`src/rtl/core/emab_pkg.sv`:
```
`timescale 1ns / 1ps
`default_nettype none
// ----------------------------------------------------------------------------
// emab_pkg
// Shared widths, types and constants for the baseline motion detector.
// ----------------------------------------------------------------------------
package emab_pkg;

	localparam int SAMPLE_W = 10;
	localparam int FRAC_W   = 16;
	localparam int BASE_W   = SAMPLE_W + FRAC_W;
	localparam int DEV_W    = 16;
	localparam int THR_W    = 8;
	localparam int STEP_SH  = 10;

	typedef logic [SAMPLE_W-1:0] sample_t;
	typedef logic [BASE_W-1:0]   baseline_t;
	typedef logic [DEV_W-1:0]    dev_t;
	typedef logic [THR_W-1:0]    thr_t;

	localparam dev_t PRIME_DEV = '1;

endpackage : emab_pkg
`default_nettype wire

```
`src/rtl/core/emab_update.sv`:
```
`timescale 1ns / 1ps
`default_nettype none
// ----------------------------------------------------------------------------
// emab_update
// Baseline step, deviation and threshold compare for one sample.
// ----------------------------------------------------------------------------
module emab_update (
	input  wire emab_pkg::sample_t   sample,
	input  wire emab_pkg::baseline_t baseline,
	input  wire logic                all_primed,
	input  wire emab_pkg::thr_t      threshold,
	output emab_pkg::baseline_t      new_baseline,
	output emab_pkg::dev_t           deviation,
	output emab_pkg::dev_t           motion_level
);
	import emab_pkg::*;

	logic signed [BASE_W:0]   target;
	logic signed [BASE_W:0]   delta;
	logic signed [BASE_W:0]   step;
	logic signed [BASE_W+1:0] nb;
	logic        [BASE_W:0]   mag;

	assign target = $signed({1'b0, sample, {FRAC_W{1'b0}}});
	assign delta  = target - $signed({1'b0, baseline});

	// divide by 1024, truncating toward zero
	assign step = delta[BASE_W] ? ((delta + (BASE_W+1)'(1023)) >>> STEP_SH)
	                            : (delta >>> STEP_SH);
	assign nb   = $signed({2'b00, baseline}) + (BASE_W+2)'(step);
	assign mag  = delta[BASE_W] ? (BASE_W+1)'(-delta) : (BASE_W+1)'(delta);

	always_comb begin
		if (!all_primed) begin
			new_baseline = {sample, {FRAC_W{1'b0}}};
			deviation    = PRIME_DEV;
		end else begin
			new_baseline = nb[BASE_W+1] ? '0 : nb[BASE_W-1:0];
			deviation    = DEV_W'(mag[BASE_W:FRAC_W]);
		end
		motion_level = (deviation > DEV_W'(threshold)) ? deviation : '0;
	end

endmodule : emab_update
`default_nettype wire

```
`src/rtl/core/emab_chan_regs.sv`:
```
`timescale 1ns / 1ps
`default_nettype none
// ----------------------------------------------------------------------------
// emab_chan_regs
// Per-channel baseline and primed flags, one read-modify-write per cycle.
// ----------------------------------------------------------------------------
module emab_chan_regs #(
	parameter int CHANNELS = 2,
	parameter int IDX_W    = 1
) (
	input  wire logic                clk,
	input  wire logic                arst_n,
	input  wire logic                we,
	input  wire logic [IDX_W-1:0]    idx,
	input  wire emab_pkg::baseline_t wr_baseline,
	output emab_pkg::baseline_t      rd_baseline,
	output logic                     all_primed
);
	import emab_pkg::*;

	baseline_t            baseline_q [CHANNELS];
	logic [CHANNELS-1:0]  primed_q;

	always_ff @(posedge clk or negedge arst_n) begin
		if (!arst_n) begin
			for (int i = 0; i < CHANNELS; i++) begin
				baseline_q[i] <= '0;
			end
			primed_q <= '0;
		end else if (we) begin
			baseline_q[idx] <= wr_baseline;
			primed_q[idx]   <= 1'b1;
		end
	end

	assign rd_baseline = baseline_q[idx];
	assign all_primed  = &primed_q;

endmodule : emab_chan_regs
`default_nettype wire

```
`src/rtl/core/ema_baseline_motion_detector_top.sv`:
```
`timescale 1ns / 1ps
`default_nettype none
// ----------------------------------------------------------------------------
// ema_baseline_motion_detector_top
// Per-channel EMA baseline tracker with deviation threshold.
// Stages: input reg, then result reg, which drives result valid.
// Throughput: one item per cycle unless the result side stalls; per-channel
// state is read and written in the same cycle, so back-to-back samples on one
// channel see the update.
// Reset: baselines, primed flags and threshold clear; pipeline empties.
// ----------------------------------------------------------------------------
module ema_baseline_motion_detector_top #(
	parameter int CHANNELS = 2
) (
	input  wire logic              clk,
	input  wire logic              arst_n,
	input  wire logic              in_valid,
	output logic                   in_ready,
	input  wire logic              channel,
	input  wire emab_pkg::sample_t sample,
	output logic                   out_valid,
	input  wire logic              out_ready,
	output emab_pkg::dev_t         deviation,
	output emab_pkg::dev_t         motion_level,
	input  wire logic              cfg_we,
	input  wire emab_pkg::thr_t    cfg_wdata
);
	import emab_pkg::*;

	localparam int IDX_W = (CHANNELS > 1) ? $clog2(CHANNELS) : 1;

	thr_t      threshold_q;
	logic      valid_s1;
	logic      channel_s1;
	sample_t   sample_s1;
	logic      out_valid_q;
	dev_t      deviation_q;
	dev_t      motion_q;

	logic      advance;
	logic      in_range;
	logic      all_primed;
	baseline_t rd_baseline;
	baseline_t new_baseline;
	dev_t      dev_c;
	dev_t      motion_c;

	always_ff @(posedge clk or negedge arst_n) begin
		if (!arst_n) begin
			threshold_q <= '0;
		end else if (cfg_we) begin
			threshold_q <= cfg_wdata;
		end
	end

	assign advance  = valid_s1 && (!out_valid_q || out_ready);
	assign in_ready = !valid_s1 || advance;
	assign in_range = 32'(channel_s1) < CHANNELS;

	always_ff @(posedge clk or negedge arst_n) begin
		if (!arst_n) begin
			valid_s1 <= 1'b0;
		end else if (in_ready) begin
			valid_s1 <= in_valid;
		end
	end

	always_ff @(posedge clk) begin
		if (in_valid && in_ready) begin
			channel_s1 <= channel;
			sample_s1  <= sample;
		end
	end

	emab_chan_regs #(
		.CHANNELS (CHANNELS),
		.IDX_W    (IDX_W)
	) u_chan_regs (
		.clk         (clk),
		.arst_n      (arst_n),
		.we          (advance && in_range),
		.idx         (IDX_W'(channel_s1)),
		.wr_baseline (new_baseline),
		.rd_baseline (rd_baseline),
		.all_primed  (all_primed)
	);

	emab_update u_update (
		.sample       (sample_s1),
		.baseline     (rd_baseline),
		.all_primed   (all_primed),
		.threshold    (threshold_q),
		.new_baseline (new_baseline),
		.deviation    (dev_c),
		.motion_level (motion_c)
	);

	always_ff @(posedge clk or negedge arst_n) begin
		if (!arst_n) begin
			out_valid_q <= 1'b0;
		end else if (!out_valid_q || out_ready) begin
			out_valid_q <= valid_s1;
		end
	end

	always_ff @(posedge clk) begin
		if (advance) begin
			deviation_q <= in_range ? dev_c : '0;
			motion_q    <= in_range ? motion_c : '0;
		end
	end

	assign out_valid    = out_valid_q;
	assign deviation    = deviation_q;
	assign motion_level = motion_q;

endmodule : ema_baseline_motion_detector_top
`default_nettype wire

```
`config.mk`:
```
export PLATFORM = sky130hd
export DESIGN_NAME = ema_baseline_motion_detector_top
export DESIGN_NICKNAME = d
export VERILOG_FILES = /design/src/rtl/core/emab_pkg.sv /design/src/rtl/core/emab_update.sv /design/src/rtl/core/emab_chan_regs.sv /design/src/rtl/core/ema_baseline_motion_detector_top.sv
export SDC_FILE = /design/constraint.sdc
export NUM_CORES = 1
export LEC_CHECK = 0
export BUFFER_PORTS_ARGS = -buffer_cell sky130_fd_sc_hd__buf_2
export CAP_MARGIN = 20
export CORE_ASPECT_RATIO = 0.75
export CORE_MARGIN = 3
export CORE_UTILIZATION = 65
export DETAILED_ROUTE_END_ITERATION = 12
export MAX_ROUTING_LAYER = met4
export PLACE_DENSITY_LB_ADDON = 0.15
export REMOVE_ABC_BUFFERS = 1
export SETUP_SLACK_MARGIN = 0.02
export SLEW_MARGIN = 0
export SYNTH_ARGS = -nofsm -noshare
export SYNTH_HDL_FRONTEND = slang
export SYNTH_SLANG_ARGS = --single-unit
```
`constraint.sdc`:
```
create_clock -name clk -period 18.69 [get_ports clk]
set_input_delay 1.869 -clock clk [delete_from_list [all_inputs] [get_ports clk]]
set_output_delay 1.869 -clock clk [all_outputs]
set_load 0.01 [all_outputs]
```
* Word level (Yosys, flattened, before mapping)
Index checks and enable logic that the tools add are counted.
** Cells by class
- Add/sub/neg operators :: 4
- $lt $le $gt $ge :: 5
- Muxes and demuxes :: 13
- Bitwise gates (word level) :: 2
- Reduce and logical (&&, ||, !) cells :: 9
** Operators with widths (number)
- 26-bit 2-to-1 mux :: 6
- 27-bit 2-to-1 mux :: 2
- 52-bit bitwise mux :: 1
- 27-bit by 27-bit adder with 28-bit output :: 1
- 27-bit by 11-bit adder with 27-bit output, second input constant :: 1
- 27-bit negation :: 1
- 26-bit by 26-bit subtractor with 27-bit output :: 1
- 26-bit demux with 1-bit select :: 1
- 16-bit by 8-bit greater-than comparator with 1-bit output :: 1
- 16-bit 2-to-1 mux :: 1
- 1-bit logical AND :: 4
- 2-bit >= comparator, second input constant :: 1
- 1-bit zero test :: 2
- 1-bit logical OR :: 2
- 1-bit by 2-bit < comparator with 1-bit output, second input constant :: 1
- 2-bit by 1-bit < comparator with 1-bit output, second input constant :: 1
- 1-bit NOT with 2-bit output :: 1
- 2-bit bitwise OR :: 1
- 2-bit AND reduction :: 1
- 1-bit demux with 1-bit select :: 1
- 1-bit >= comparator, second input constant :: 1
- 1-bit 2-to-1 mux :: 1
** Word-level totals
- Flip-flop bits (word level) :: 107

* Logic depth before layout (Yosys ltp)
- Depth in word-level cells :: 11
- Depth in mapped cells :: 31
- Depth with buffers taken out :: 25

* Modules after synthesis
From an unflattened synthesis, not the netlist that was laid out.
** Unflattened totals
- Cells, all modules :: 722
- Area, all modules :: 7668.6 sq um
** Modules (own cells, without submodules)
- emab_update :: times used 1, cells each 509, area each 3555.9 sq um, seq. area each 0.0 sq um
- emab_chan_regs :: times used 1, cells each 145, area each 2401.1 sq um, seq. area each 1351.3 sq um
- ema_baseline_motion_detector_top :: times used 1, cells each 68, area each 1711.6 sq um, seq. area each 1541.5 sq um

* Worst setup path before layout
Ideal clock, no wire load.
- Kind :: register -> register
- Start point :: register channel_s1
- End point :: register u_chan_regs.baseline_q[22] in the netlist's numbering
- Data arrival time :: 6.596 ns
- Path slack :: 12.027 ns
- Cell stages (with the launch flop) :: 31
- Buffers on the path :: 7
- Clock period less this slack :: 6.663 ns
- Cell sequence :: edfxtp_1 > buf_6 > buf_4 > buf_4 > buf_1 > mux2i_1 > ha_1 > clkbuf_1 > o21ai_0 > o21ai_0 > nand2_1 > o221a_2 > o2bb2ai_1 > o21ai_0 > clkbuf_1 > a21oi_1 > xnor2_1 > ha_1 > inv_1 > fa_1 > nor2b_1 > o21ai_0 > a21oi_1 > o21ai_0 > a211oi_1 > a21o_1 > o21ai_0 > clkbuf_1 > o32a_1 > o31ai_1 > a22o_1
** Between the ends
- Longest elaborated chain between the ends :: 11
** Ends and longest elaborated chain
- start: declaration :: line ema_baseline_motion_detector_top.sv:34 : logic channel_s1;
- start signal: assignment :: line ema_baseline_motion_detector_top.sv:70 : channel_s1 <= channel;
- 1-bit NOT with 2-bit output (implied by the code) * :: line emab_chan_regs.sv:31, emab_chan_regs.sv:36
- 26-bit 2-to-1 mux (implied by the code) (3 in a row) :: line emab_chan_regs.sv:36 : assign rd_baseline = baseline_q[idx];
- 26-bit by 26-bit subtractor with 27-bit output :: line emab_update.sv:25 : assign delta = target - $signed({1'b0, baseline});
- 27-bit by 11-bit adder with 27-bit output :: line emab_update.sv:28 : assign step = delta[BASE_W] ? ((delta + (BASE_W+1)'(1023)) >>> STEP_SH)
- 27-bit 2-to-1 mux :: line emab_update.sv:28
- 27-bit by 27-bit adder with 28-bit output :: line emab_update.sv:30 : assign nb = $signed({2'b00, baseline}) + (BASE_W+2)'(step);
- 26-bit 2-to-1 mux :: line emab_update.sv:38 : new_baseline = nb[BASE_W+1] ? '0 : nb[BASE_W-1:0];
- 26-bit 2-to-1 mux :: line emab_update.sv:34 : if (!all_primed) begin
- 52-bit bitwise mux * :: line emab_chan_regs.sv:31 : baseline_q[idx] <= wr_baseline;
- end signal: indexed assignment :: line emab_chan_regs.sv:31
- end: declaration :: line emab_chan_regs.sv:21 : baseline_t baseline_q [CHANNELS];
Mark *: on every way between the ends. The rest lies on a longest branch, timed or not. The select of a mux whose other input is x is not followed.
A chain may end at the register's enable or synchronous reset.

* Worst setup path in the final report
- Start point :: register channel_s1
- End point :: register u_chan_regs.baseline_q[48] in the netlist's numbering
Same word-level chain as after synthesis.

==> results.md <==
Synthesis:
- After synthesis, flip-flops and latches occupy 37.26% of the total area.
- The Yosys step of the flow raised 0 warnings.
- The most used flip-flop cell after synthesis is dfrtp_1.
- The number of unique standard cell types used by synthesis is 71.
- Counting flops with an async set or reset pin after synthesis yields a share of 64.65%.
- Synthesis produced a netlist whose cell count is 784.
- The post-synthesis register bit count is 99.
- The cell area after synthesis is 0.007118 mm².
- After synthesis, the mean cell area works out to 9.079 µm².
- The number of flops mapped to enable cells by yosys is 35.

Worst setup path:
- The worst setup path is of the reg2reg kind.
- The critical path launch point type is a flip-flop.
- The worst setup path is captured at a flip-flop.
- The critical path data arrival time is 8.03 ns.
- In this run the worst path has a maximum fanout of 50.
- At the worst endpoint, the required time is 18.92 ns.

Die:
- The floorplan step set the die height to 96.63 µm.
- The x dimension of the die is 126.8 µm.
- The number of primary I/O pins is 58.
- The die covers 0.01226 mm².
- The number of core rows is 32.
- The effective utilization at floorplan is 67.86%.
- The placeable core region is 0.01049 mm².

Timing:
- Timing would allow up to 0.1283 GHz.
- The final-report hold violation count is 0.
- The worst clock skew is 0.01138 ns.
- The relative max-transition margin is 31.44%.
- In the finished design, the share of the clock period the worst path needs comes to 41.70%.
- The minimum clock period is 7.793 ns.
- The max-slew violation count is 0.
- The pin slew with the least headroom to its limit is 1.016 ns.
- Setup violations remaining at the end of the flow were counted as 0.
- Setup repair after global routing left no endpoint under its margin.
- The setup total negative slack is 0 ns.

Clocking:
- The number of buffers inserted by hold repair at cts is 0.
- The number of gates resized after CTS was 0.
- For this design, the sink count on the clock tree is 99.
- No sink is reached through more buffers than the 2 on the longest clock path.
- The TritonCTS clock tree is done.
- The number of buffers inserted to repair setup after CTS is 0.
- For the worst-skew pair, the clock arrives at the later sink with an insertion delay of 0.35 ns.
- The clock tree synthesis step divided the H-tree into 3 levels.
- The number of buffers created by CTS is 9.
- After clock tree synthesis, the clock-pin slew on the worst setup and hold paths is 0.07 ns.
- The cell chosen for the clock root is clkbuf_16.

Drt:
- The routed length per instance is 19.20 µm.
- The post-detailed-route via-to-cell ratio is 6.543.
- The routed wire length is 18,380 µm.
- The first routing iteration left 675 violations.
- The detailed-route DRC error count is 0.
- The detailed-router iteration count before antenna repair is 7.
- Detailed routing inserted a total of 6,262 vias.
- The detail route stage leaves a number of antenna-violating nets equal to 0.

Status:
- The flow ran to the end, and the final reports show no timing, DRC or antenna violations.

Finish:
- After the flow finishes, the layout carries non-filler instances totaling 957.
- After routing the design area is 0.007690 mm².
- The total number of nets in the final design is 881.
- Summing all multi-input logic gate instances after layout gives 0.004125 mm².
- The fraction of layout cells with a size suffix above 1 is 12.79%.
- In the final layout, flip-flops and latches occupy 0.002653 mm².
- The number of fill cells is 793.
- The layout overhead on the synthesized area is 8.033%.
- The repair_antennas step left the layout with diodes totalling 0.

Global route:
- The global-route usage over all layers is 30.95%.
- The maximum number of pins on one net before global-route repair is 65.
- The initial antenna violation count was 0.
- Summed over all layers, the global routing overflow is 0.
- The number of global-route vias before repair is 5,790.
- The wire length of the first global-routing pass is 29,860 µm.

Placed design:
- The half-perimeter wire length of the detailed placement result is 13,740 µm.
- Routability-driven placement finished with a final weighted congestion of 1.003.
- Counting tap cells, the placed design contains a total of 940 instances.
- The number of port buffers is 57.
- Summing all placed instances gives a cell area of 0.007410 mm².

Worst hold path:
- The path class of the tightest hold or removal check is reg2reg.

Run:
- Across the run, the number of max-cap violations was 0.
metrics by stage:
step                      util (%)  setup slack, ns  hold slack, ns
after global placement       70.63            11.27          0.4444
after floorplan                  -            10.53          0.4259
final                        73.31            10.90          0.4636
after detailed placement     70.63            10.89          0.4485
after global routing         73.31            10.39          0.4814
after CTS                    73.26            10.86          0.4666
cell type report:
class / instances / share of cell area (%)
multi-input cells: 606 / 53.64
flip-flops and latches: 99 / 34.49
repair buffers: 63 / 4.263
clock buffers: 9 / 2.929
well taps: 136 / 2.213
inverters: 37 / 1.806
clock inverters: 7 / 0.6508
cell usage after synthesis (all sizes together) (4+ instances only):
cell type	count	area share, %
nand2	85	4.5
dfrtp	64	22
o21ai	52	3.7
nor2	46	2.4
xnor2	44	5.4
a21oi	43	3.0
ha	40	7.0
inv	37	2.0
edfxtp	35	15
o31ai	35	3.8
clkbuf	26	1.4
mux2i	22	3.1
nor3	20	1.4
nor4	19	1.8
nand3	17	1.2
xor2	17	2.1
buf	16	1.5
a31oi	14	1.2
nand2b	12	1.1
mux2	10	1.6
nand4	10	0.88
a211oi	9	1.0
a21o	9	0.95
and3	8	0.70
or3	8	0.70
and2	7	0.62
a22o	6	0.74
nor2b	5	0.44
or2	5	0.44
nand3b	4	0.42
nor4b	4	0.67
o21a	4	0.42
or4	4	0.42
cells by family (layout without fill, tap and decap cells):
kind of cell               Yosys count  after routing  synth area share (%)
AOI/OAI and AO/OA                  209            209                 19.55
xor gates and xnor gates            61             61                 7.506
adders and majority gates           41             41                 7.312
buffers and inverters               79            116                 4.834
DFF                                 99             99                 37.26
muxes                               32             32                 4.676
and+or+nand+nor                    263            263                 18.86
per-layer routing:
layer,wire (µm),global-route usage (%)
met1,8468,47.04
met2,7999,43.82
met3,1687,5.077
met4,221,6.513
met5,0,-
critical path: stages, from the launching register on:
cell	delay [ns]
edfxtp_1	0.32
buf_4	0.54
mux2i_1	0.52
ha_1	0.33
o21ai_1	0.29
or4_1	0.64
o221a_2	0.29
o2bb2ai_1	0.20
o21ai_0	0.64
clkbuf_2	0.29
a21oi_1	0.10
nand2_1	0.18
nor2_1	0.07
xnor2_1	0.16
ha_1	0.25
a211oi_1	0.30
nor2_1	0.13
o21ai_0	0.43
a21oi_1	0.20
nand4_1	0.19
a31o_2	0.28
nand2_1	0.11
and3_1	0.22
a21oi_2	0.13
buf_4	0.42
o21ai_0	0.18
a22o_1	0.22
layout by cell type, fill, tap and decap left out, types with 4 or more instances in the layout:
cell,n
nand4_1,10
nor4_1,17
clkbuf_16,9
nand2b_1,12
buf_4,5
a211oi_1,8
o31ai_1,34
nand3b_1,4
nand2_1,85
mux2_2,10
o21a_1,4
o21ai_0,51
or3_1,8
or4_1,4
and3_1,8
a31oi_1,14
inv_1,37
edfxtp_1,35
mux2i_1,22
a22o_1,6
nand3_1,17
xor2_1,17
buf_2,57
and2_1,7
dfrtp_1,64
nor2b_1,5
ha_1,40
a21oi_1,42
xnor2_1,44
nor2_1,46
nor3_1,20
or2_2,5
a21o_1,9
final timing paths:
| check | start | endpoint | slack (ns) | cells after the start |
|---|---|---|---|---|
| setup / recovery | channel_s1$_DFFE_PP_ | u_chan_regs.baseline_q[48]$_DFFE_PN0P_ | 10.90 | 26 |
| setup reg to reg | channel_s1$_DFFE_PP_ | u_chan_regs.baseline_q[48]$_DFFE_PN0P_ | 10.90 | 26 |
| hold / removal | u_chan_regs.primed_q[1]$_DFFE_PN0P_ | u_chan_regs.primed_q[1]$_DFFE_PN0P_ | 0.46 | 1 |
| min in group asynchronous | arst_n | u_chan_regs.baseline_q[4]$_DFFE_PN0P_ | 1.70 | 2 |
| hold reg to reg | u_chan_regs.primed_q[1]$_DFFE_PN0P_ | u_chan_regs.primed_q[1]$_DFFE_PN0P_ | 0.46 | 1 |
| max in group asynchronous | arst_n | u_chan_regs.baseline_q[44]$_DFFE_PN0P_ | 16.44 | 2 |
flip-flops by register name, summed over array words and instances (netlist names):
register,count
u_chan_regs.baseline_q,52
deviation,12
motion_level,12
sample_s1,10
threshold_q,8
u_chan_regs.primed_q,2
channel_s1,1
out_valid,1
valid_s1,1
Power is not shown: default switching activity piles up to over one toggle a cycle in this logic, so the estimate is an artifact.
